===== src/dati_pkg.sv =====
// shared types and constants for the decimal ascii to integer parser
package dati_pkg;

  typedef enum logic [1:0] {
    ModeU64 = 2'd0,
    ModeU32 = 2'd1,
    ModeS64 = 2'd2
  } mode_e;

  typedef enum logic [2:0] {
    KindDigit = 3'b001,
    KindSign  = 3'b010,
    KindBad   = 3'b100
  } kind_e;

  localparam logic [7:0] CharZero  = 8'h30;
  localparam logic [7:0] CharNine  = 8'h39;
  localparam logic [7:0] CharMinus = 8'h2d;
  localparam logic [7:0] CharPlus  = 8'h2b;

  localparam int unsigned MaxDigitsDefault = 20;

  localparam int unsigned FifoDepth = 2;
  localparam int unsigned FifoPtrW  = (FifoDepth > 1) ? $clog2(FifoDepth) : 1;
  localparam int unsigned FifoCntW  = $clog2(FifoDepth + 1);

  // one classified character on its way to the accumulator
  typedef struct packed {
    kind_e       kind;
    logic [3:0]  digit;
    logic        minus;
    logic        last;
    mode_e       mode;
  } cls_item_t;

endpackage


===== src/decimal_ascii_to_integer.sv =====
// top level of the decimal ascii to integer parser
// a final character is first written into the queue, then its result into the output register
// throughput: one character per cycle while the queue is not full, set by the combinational times-ten add
// a two-entry queue lets input be taken while a result waits on the output register
// reset: asynchronous active low; mode returns to unsigned 64-bit, string state clears
module decimal_ascii_to_integer #(
  parameter int unsigned MAX_DIGITS = dati_pkg::MaxDigitsDefault
) (
  input  logic        clk_i,
  input  logic        rst_ni,
  input  logic        cfg_we_i,
  input  logic [1:0]  cfg_wdata_i,
  input  logic [7:0]  char_byte_i,
  input  logic        last_byte_i,
  input  logic        in_valid_i,
  output logic        in_ready_o,
  output logic [63:0] parsed_value_o,
  output logic        parse_error_o,
  output logic        out_valid_o,
  input  logic        out_ready_i
);
  import dati_pkg::*;

  mode_e     mode_q, mode_d;
  cls_item_t front_item;
  cls_item_t back_item;
  logic      push;
  logic      pop;
  logic      full;
  logic      q_valid;

  assign mode_d = cfg_we_i ? mode_e'(cfg_wdata_i) : mode_q;

  always_ff @(posedge clk_i or negedge rst_ni) begin
    if (!rst_ni) begin
      mode_q <= ModeU64;
    end else begin
      mode_q <= mode_d;
    end
  end

  dati_front u_front (
    .clk_i       (clk_i),
    .rst_ni      (rst_ni),
    .char_byte_i (char_byte_i),
    .last_byte_i (last_byte_i),
    .in_valid_i  (in_valid_i),
    .in_ready_o  (in_ready_o),
    .mode_i      (mode_q),
    .full_i      (full),
    .push_o      (push),
    .item_o      (front_item)
  );

  dati_fifo u_fifo (
    .clk_i   (clk_i),
    .rst_ni  (rst_ni),
    .push_i  (push),
    .item_i  (front_item),
    .full_o  (full),
    .pop_i   (pop),
    .valid_o (q_valid),
    .item_o  (back_item)
  );

  dati_back #(
    .MAX_DIGITS (MAX_DIGITS)
  ) u_back (
    .clk_i          (clk_i),
    .rst_ni         (rst_ni),
    .valid_i        (q_valid),
    .item_i         (back_item),
    .pop_o          (pop),
    .parsed_value_o (parsed_value_o),
    .parse_error_o  (parse_error_o),
    .out_valid_o    (out_valid_o),
    .out_ready_i    (out_ready_i)
  );

endmodule


===== src/dati_front.sv =====
// front end: accepts characters, classifies them and pushes them into the queue
module dati_front (
  input  logic              clk_i,
  input  logic              rst_ni,
  input  logic [7:0]        char_byte_i,
  input  logic              last_byte_i,
  input  logic              in_valid_i,
  output logic              in_ready_o,
  input  dati_pkg::mode_e   mode_i,
  input  logic              full_i,
  output logic              push_o,
  output dati_pkg::cls_item_t item_o
);
  import dati_pkg::*;

  logic at_start_q, at_start_d;
  kind_e kind;

  always_comb begin
    if (char_byte_i inside {[CharZero:CharNine]}) begin
      kind = KindDigit;
    end else if (at_start_q && (mode_i == ModeS64) &&
                 ((char_byte_i == CharPlus) || (char_byte_i == CharMinus))) begin
      kind = KindSign;
    end else begin
      kind = KindBad;
    end
  end

  assign in_ready_o = !full_i;
  assign push_o     = in_valid_i && !full_i;

  // ascii digits keep their value in the low nibble
  assign item_o.kind  = kind;
  assign item_o.digit = char_byte_i[3:0];
  assign item_o.minus = (char_byte_i == CharMinus);
  assign item_o.last  = last_byte_i;
  assign item_o.mode  = mode_i;

  always_comb begin
    at_start_d = at_start_q;
    if (push_o) begin
      at_start_d = last_byte_i;
    end
  end

  always_ff @(posedge clk_i or negedge rst_ni) begin
    if (!rst_ni) begin
      at_start_q <= 1'b1;
    end else begin
      at_start_q <= at_start_d;
    end
  end

endmodule


===== src/dati_fifo.sv =====
// short queue between the classifying front end and the accumulating back end
module dati_fifo (
  input  logic                clk_i,
  input  logic                rst_ni,
  input  logic                push_i,
  input  dati_pkg::cls_item_t item_i,
  output logic                full_o,
  input  logic                pop_i,
  output logic                valid_o,
  output dati_pkg::cls_item_t item_o
);
  import dati_pkg::*;

  localparam logic [FifoPtrW-1:0] LastPtr = FifoPtrW'(FifoDepth - 1);
  localparam logic [FifoCntW-1:0] FullCnt = FifoCntW'(FifoDepth);

  cls_item_t            mem_q [FifoDepth];
  logic [FifoPtrW-1:0]  wr_ptr_q, wr_ptr_d;
  logic [FifoPtrW-1:0]  rd_ptr_q, rd_ptr_d;
  logic [FifoCntW-1:0]  cnt_q, cnt_d;

  assign full_o  = (cnt_q == FullCnt);
  assign valid_o = (cnt_q != '0);
  assign item_o  = mem_q[rd_ptr_q];

  always_comb begin
    wr_ptr_d = wr_ptr_q;
    rd_ptr_d = rd_ptr_q;
    cnt_d    = cnt_q;
    if (push_i) begin
      wr_ptr_d = (wr_ptr_q == LastPtr) ? '0 : wr_ptr_q + 1'b1;
    end
    if (pop_i) begin
      rd_ptr_d = (rd_ptr_q == LastPtr) ? '0 : rd_ptr_q + 1'b1;
    end
    if (push_i && !pop_i) begin
      cnt_d = cnt_q + 1'b1;
    end else if (!push_i && pop_i) begin
      cnt_d = cnt_q - 1'b1;
    end
  end

  always_ff @(posedge clk_i or negedge rst_ni) begin
    if (!rst_ni) begin
      wr_ptr_q <= '0;
      rd_ptr_q <= '0;
      cnt_q    <= '0;
    end else begin
      wr_ptr_q <= wr_ptr_d;
      rd_ptr_q <= rd_ptr_d;
      cnt_q    <= cnt_d;
    end
  end

  always_ff @(posedge clk_i) begin
    if (push_i) begin
      mem_q[wr_ptr_q] <= item_i;
    end
  end

`ifndef SYNTH
  a_no_overfill: assert property (@(posedge clk_i) disable iff (!rst_ni)
    cnt_q <= FullCnt)
    else $error("queue fill count beyond depth");
  a_no_underflow: assert property (@(posedge clk_i) disable iff (!rst_ni)
    pop_i |-> (cnt_q != '0))
    else $error("queue popped while empty");
`endif

endmodule


===== src/dati_back.sv =====
// back end: times-ten accumulation, range check and the registered result
module dati_back #(
  parameter int unsigned MAX_DIGITS = dati_pkg::MaxDigitsDefault
) (
  input  logic                clk_i,
  input  logic                rst_ni,
  input  logic                valid_i,
  input  dati_pkg::cls_item_t item_i,
  output logic                pop_o,
  output logic [63:0]         parsed_value_o,
  output logic                parse_error_o,
  output logic                out_valid_o,
  input  logic                out_ready_i
);
  import dati_pkg::*;

  localparam int unsigned     CntW   = $clog2(MAX_DIGITS + 2);
  localparam logic [CntW-1:0] MaxCnt = CntW'(MAX_DIGITS);

  logic [63:0]     acc_q, acc_d, acc_n;
  logic            ovf_q, ovf_d, ovf_n;
  logic            bad_q, bad_d, bad_n;
  logic            neg_q, neg_d, neg_n;
  logic [CntW-1:0] cnt_q, cnt_d, cnt_n;
  logic            out_valid_q, out_valid_d;
  logic [63:0]     value_q, value_d;
  logic            error_q, error_d;
  logic [67:0]     sum;
  logic            err;
  logic            range_err;
  logic            load;

  // acc * 10 + digit as two shifted copies plus the digit
  assign sum = {1'b0, acc_q, 3'b000} + {3'b000, acc_q, 1'b0} + {64'd0, item_i.digit};

  // a non-final item never needs the output register
  assign pop_o = valid_i && (!item_i.last || !out_valid_q || out_ready_i);
  assign load  = pop_o && item_i.last;

  always_comb begin
    acc_n = acc_q;
    ovf_n = ovf_q;
    bad_n = bad_q;
    neg_n = neg_q;
    cnt_n = cnt_q;
    case (item_i.kind)
      KindDigit: begin
        if (cnt_q <= MaxCnt) begin
          cnt_n = cnt_q + 1'b1;
        end
        if (!ovf_q) begin
          if (sum[67:64] != 4'd0) begin
            ovf_n = 1'b1;
          end else begin
            acc_n = sum[63:0];
          end
        end
      end
      KindSign: begin
        neg_n = item_i.minus;
      end
      default: begin
        bad_n = 1'b1;
      end
    endcase
  end

  always_comb begin
    case (item_i.mode)
      ModeU32: range_err = (acc_n[63:32] != 32'd0);
      ModeS64: range_err = neg_n ? (acc_n[63] && (acc_n[62:0] != 63'd0)) : acc_n[63];
      default: range_err = 1'b0;
    endcase
  end

  always_comb begin
    err = ovf_n || bad_n || (cnt_n == '0) || (cnt_n > MaxCnt) || range_err;
    value_d = value_q;
    error_d = error_q;
    if (load) begin
      error_d = err;
      if (err) begin
        value_d = '0;
      end else if ((item_i.mode == ModeS64) && neg_n) begin
        value_d = '0 - acc_n;
      end else begin
        value_d = acc_n;
      end
    end
  end

  always_comb begin
    acc_d = acc_q;
    ovf_d = ovf_q;
    bad_d = bad_q;
    neg_d = neg_q;
    cnt_d = cnt_q;
    if (pop_o) begin
      if (item_i.last) begin
        acc_d = '0;
        ovf_d = 1'b0;
        bad_d = 1'b0;
        neg_d = 1'b0;
        cnt_d = '0;
      end else begin
        acc_d = acc_n;
        ovf_d = ovf_n;
        bad_d = bad_n;
        neg_d = neg_n;
        cnt_d = cnt_n;
      end
    end
  end

  always_comb begin
    out_valid_d = out_valid_q;
    if (out_valid_q && out_ready_i) begin
      out_valid_d = 1'b0;
    end
    if (load) begin
      out_valid_d = 1'b1;
    end
  end

  always_ff @(posedge clk_i or negedge rst_ni) begin
    if (!rst_ni) begin
      acc_q       <= '0;
      ovf_q       <= 1'b0;
      bad_q       <= 1'b0;
      neg_q       <= 1'b0;
      cnt_q       <= '0;
      out_valid_q <= 1'b0;
    end else begin
      acc_q       <= acc_d;
      ovf_q       <= ovf_d;
      bad_q       <= bad_d;
      neg_q       <= neg_d;
      cnt_q       <= cnt_d;
      out_valid_q <= out_valid_d;
    end
  end

  always_ff @(posedge clk_i) begin
    value_q <= value_d;
    error_q <= error_d;
  end

  assign parsed_value_o = value_q;
  assign parse_error_o  = error_q;
  assign out_valid_o    = out_valid_q;

`ifndef SYNTH
  a_err_zero: assert property (@(posedge clk_i) disable iff (!rst_ni)
    (out_valid_q && error_q) |-> (value_q == 64'd0))
    else $error("error result with non-zero value");
  a_cnt_sat: assert property (@(posedge clk_i) disable iff (!rst_ni)
    cnt_q <= MaxCnt + 1'b1)
    else $error("digit count beyond saturation");
  a_last_gives_result: assert property (@(posedge clk_i) disable iff (!rst_ni)
    load |=> out_valid_q)
    else $error("final item left no result");
`endif

endmodule

===== config.mk =====
export PLATFORM = sky130hd
export DESIGN_NAME = decimal_ascii_to_integer
export DESIGN_NICKNAME = d
export VERILOG_FILES = /design/src/dati_pkg.sv /design/src/decimal_ascii_to_integer.sv /design/src/dati_front.sv /design/src/dati_fifo.sv /design/src/dati_back.sv
export SDC_FILE = /design/constraint.sdc
export NUM_CORES = 1
export LEC_CHECK = 0
export ABC_AREA = 0
export BUFFER_PORTS_ARGS = -buffer_cell sky130_fd_sc_hd__buf_4
export CAP_MARGIN = 40
export CORE_ASPECT_RATIO = 0.8
export CORE_MARGIN = 2
export CORE_UTILIZATION = 57
export DETAILED_ROUTE_END_ITERATION = 6
export PLACE_DENSITY = 0.78
export SLEW_MARGIN = 30
export SYNTH_ARGS = -nofsm -noshare
export SYNTH_HDL_FRONTEND = slang
export SYNTH_SLANG_ARGS = --single-unit

===== constraint.sdc =====
create_clock -name clk_i -period 7.84 [get_ports clk_i]
set_clock_uncertainty 0.05 [all_clocks]
set_input_delay 0.392 -clock clk_i [delete_from_list [all_inputs] [get_ports clk_i]]
set_output_delay 0.392 -clock clk_i [all_outputs]
set_load 0.01 [all_outputs]

==> results_dict.tcl <==
set metrics [dict create \
    worst_slew_pin_slew_ps 874 \
    synthTopCellsByCount "nand2_1 (182), ha_1 (133), a21oi_1 (132)" \
    critPathTopFamily "simple AND/OR/NAND/NOR gates" \
    ios 83 \
    num-fill-cells 2361 \
    critPathBufInv 2 \
    clock_sinks 167 \
    r2r_cells 26 \
    grt_first_pass_wirelength_um 80900 \
    p_leak_nw 7.41 \
    vias 15303 \
    area_growth_pct 9.98 \
    synth.distinct_cells 103 \
    clk_latency_ps 450 \
    synth_area_leaders "edfxtp_1 (17%), dfrtp_1 (13%), ha_1 (11%)" \
    grt_pass1_vias 14358 \
    numCtsBuffers 17 \
    grtUsageMet1_pct 49.7 \
    cts_tree "yes" \
    cts.path.max_buffers 2 \
    place_congestion 1.02 \
    synthesis.area_sq_um 15700 \
    place_ws_ps 497 \
    rr_startpoint "u_fifo.rd_ptr_q$_DFFE_PN0P_" \
    path_max_fanout 58 \
    vias_per_cell 6.80 \
    synthArstFlopShare_pct 47.9 \
    h-tree-depth 4 \
    hold_path_end "u_fifo.mem_q[0][4]$_DFFE_PP_" \
    r2r_slack_ps 420 \
    use_met2_pct 54.0 \
    busiest_layer "met2" \
    routed_wl_um 52100 \
    synth_edf_count 87 \
    path_clk_slew_ps 70 \
    slowest_delay_ps 490 \
    post-route-period-util_pct 94.7 \
    setup-tns-final_ps 0 \
    dpl.cell_count 2217 \
    cap_violations 0 \
    grt.total_usage_pct 35.7 \
    critPathArrivalTime_ps 7670 \
    syn-num-nets 1977 \
    synth_top_area_share_pct 16.6 \
    root_buffer "clkbuf_16" \
    synth-seq-cells 167 \
    slowest_stage "nor4_4" \
    routedWlPerCell_um 23.2 \
    antenna_found_initial 0 \
    power_density_nw_per_um2 253 \
    nets 2026 \
    rows 54 \
    gr-total-overflow 0 \
    yosysSeqAreaShare_pct 29.4 \
    grt_setup_unrepaired "false" \
    syn_area_per_cell_sq_um 8.60 \
    die_h_um 152 \
    criticalPathCategory "register to register" \
    io_buffer_count 82 \
    coreArea_sq_um 27200 \
    ys.flop_type "edfxtp_1" \
    whs_path_depth 1 \
    grt_start_max_net_pins 69 \
    die_x_um 190 \
    fin_crit_ps 7420 \
    ys_warn_count 0 \
    postSynthCellCount 1826 \
    worst-endpoint-required_ps 8090 \
    hold_viol 0 \
    cp_common_cell "ha_1" \
    slew_headroom_pct 41.2 \
    min_from "char_byte_i[0]" \
    finalMaxSlewViolations 0 \
    cp-start-kind "register" \
    stdcell_count 2252 \
    drtAntennaViolNets 0 \
    status "complete, no violations" \
    finalSetupViolCount 0 \
    hold_class "input pin to register" \
    post-dp-hpwl_um 39800 \
    initial_core_util_pct 57.8 \
    firstDrtPassIters 6 \
    die-area_sq_um 28900 \
    drive_gt1_share_pct 11.9 \
    met3_usage_pct 8.15 \
    fin_ws_ps 418 \
    yosys.area.top_type "edfxtp_1" \
    drc 0 \
    yosysMostFrequentCell "nand2_1" \
    diodes 0 \
    timing.rr.end "u_back.parsed_value_o[1]$_SDFFCE_PP0P_" \
    end_kind "register" \
    drt_iter0_markers 1767 \
    vdd_drop_max_mv 0.225 \
    fmax_mhz 135 \
]
placed cells by master, fill, tap and decap left out, types with 16 or more instances in the layout:
master,instances
a211oi_1,21
a21o_1,20
a21oi_1,131
a31oi_1,25
and2_1,65
and3_1,33
buf_4,110
clkbuf_16,17
dfrtp_1,79
edfxtp_1,87
ha_1,133
inv_1,32
mux2i_1,56
nand2_1,181
nand3_1,46
nand4_1,40
nor2_1,123
nor3_1,64
nor4_1,20
o211ai_1,16
o21a_1,22
o21ai_0,126
o21ai_1,23
or3_1,30
xnor2_1,67
xor2_1,41
sequential cells by signal (all words and copies together), names as in the netlist, 2 cells and up:
signal / cells
u_back.acc_q: 64
u_back.parsed_value_o: 64
u_fifo.mem_q: 22
u_back.cnt_q: 5
mode_q: 2
u_fifo.cnt_q: 2
final cells by class:
cell class                 count  area (sq um)  area share [%]
inverter                      32           120           0.695
multi-input combinational   1541         10600            61.4
clock inverter                15           149           0.862
sequential                   167          4620            26.7
timing repair buffer         116           911            5.27
clock buffer                  17           425            2.46
tap                          364           455            2.64
cells by family (layout without fill, tap and decap cells):
logic type | after synthesis | in the layout | share of synthesized area, %
flip-flops | 167 | 167 | 29.4
XOR/XNOR | 109 | 109 | 6.13
AND/OR/NAND/NOR | 701 | 701 | 23.2
buffers and inverters | 118 | 180 | 3.60
adder cells (fa/ha/maj) | 135 | 135 | 10.8
AO/OA/AOI/OAI | 525 | 525 | 22.2
multiplexers | 71 | 71 | 4.65
through the flow:
step                      instance area (sq um)  hold WS (ps)  power, mW  util (%)
final                                     17300          90.0       4.37      63.6
after detailed placement                  16600           346       3.44      61.3
after floorplan                           15700          46.4       2.64         -
after global placement                    16600           337       3.36      61.1
after global routing                      17300          79.7       4.56      63.6
after CTS                                 17200          78.6       4.29      63.4
worst max-delay path by stage:
stage	start	to	slack, ps	cells past startpoint
finish	u_fifo.rd_ptr_q$_DFFE_PN0P_	u_back.parsed_value_o[1]$_SDFFCE_PP0P_	420	26
CTS	u_fifo.rd_ptr_q$_DFFE_PN0P_	u_back.parsed_value_o[54]$_SDFFCE_PP0P_	460	25
floorplan	u_fifo.rd_ptr_q$_DFFE_PN0P_	u_back.parsed_value_o[54]$_SDFFCE_PP0P_	550	30
detailed placement	u_fifo.rd_ptr_q$_DFFE_PN0P_	u_back.parsed_value_o[54]$_SDFFCE_PP0P_	500	25
global placement	u_fifo.rd_ptr_q$_DFFE_PN0P_	u_back.parsed_value_o[2]$_SDFFCE_PP0P_	860	26
global route	u_fifo.rd_ptr_q$_DFFE_PN0P_	u_back.parsed_value_o[1]$_SDFFCE_PP0P_	30	26
metal layers:
| layer | part of all wire (%) | vias up |
|---|---|---|
| met4 | 4.0 | 0 |
| li1 | - | 6980 |
| met2 | 44 | 896 |
| met3 | 10 | 146 |
| met1 | 42 | 7281 |
| met5 | 0 | - |
worst reg2reg max path, cell delays in order, from the launching register on:
cell and delay, ps:
dfrtp_1 410, mux2_2 360, ha_1 270, ha_1 260, fa_1 450, a211oi_2 340, o211ai_2 140, a211oi_2 330
nor3_1 150, nor3_2 260, o21a_2 250, mux2i_2 170, nor4_4 490, mux2i_1 350, ha_1 310, nand3b_1 200
nor4b_1 440, nand3b_1 240, nor2_1 150, nand3_1 110, mux2i_1 210, buf_4 200, a21boi_1 70, nand4b_1 230
a21oi_4 340, buf_12 260, o211a_1 240
report_power, final:
| part | switching, mW | total, mW | internal (mW) |
|---|---|---|---|
| logic | 1.45 | 2.23 | 0.783 |
| registers | 0.121 | 1.29 | 1.17 |
| clock network | 0.398 | 0.843 | 0.445 |
what timing repair did:
action | in CTS | in global routing
hold buffers | 1 | 0
endpoints found under the setup margin | 0 | 14
buffers inserted | 0 | 0
endpoints found under the hold margin | 36 | 0
gates resized for setup | 0 | 3
Power figures use the tool's default switching activity.
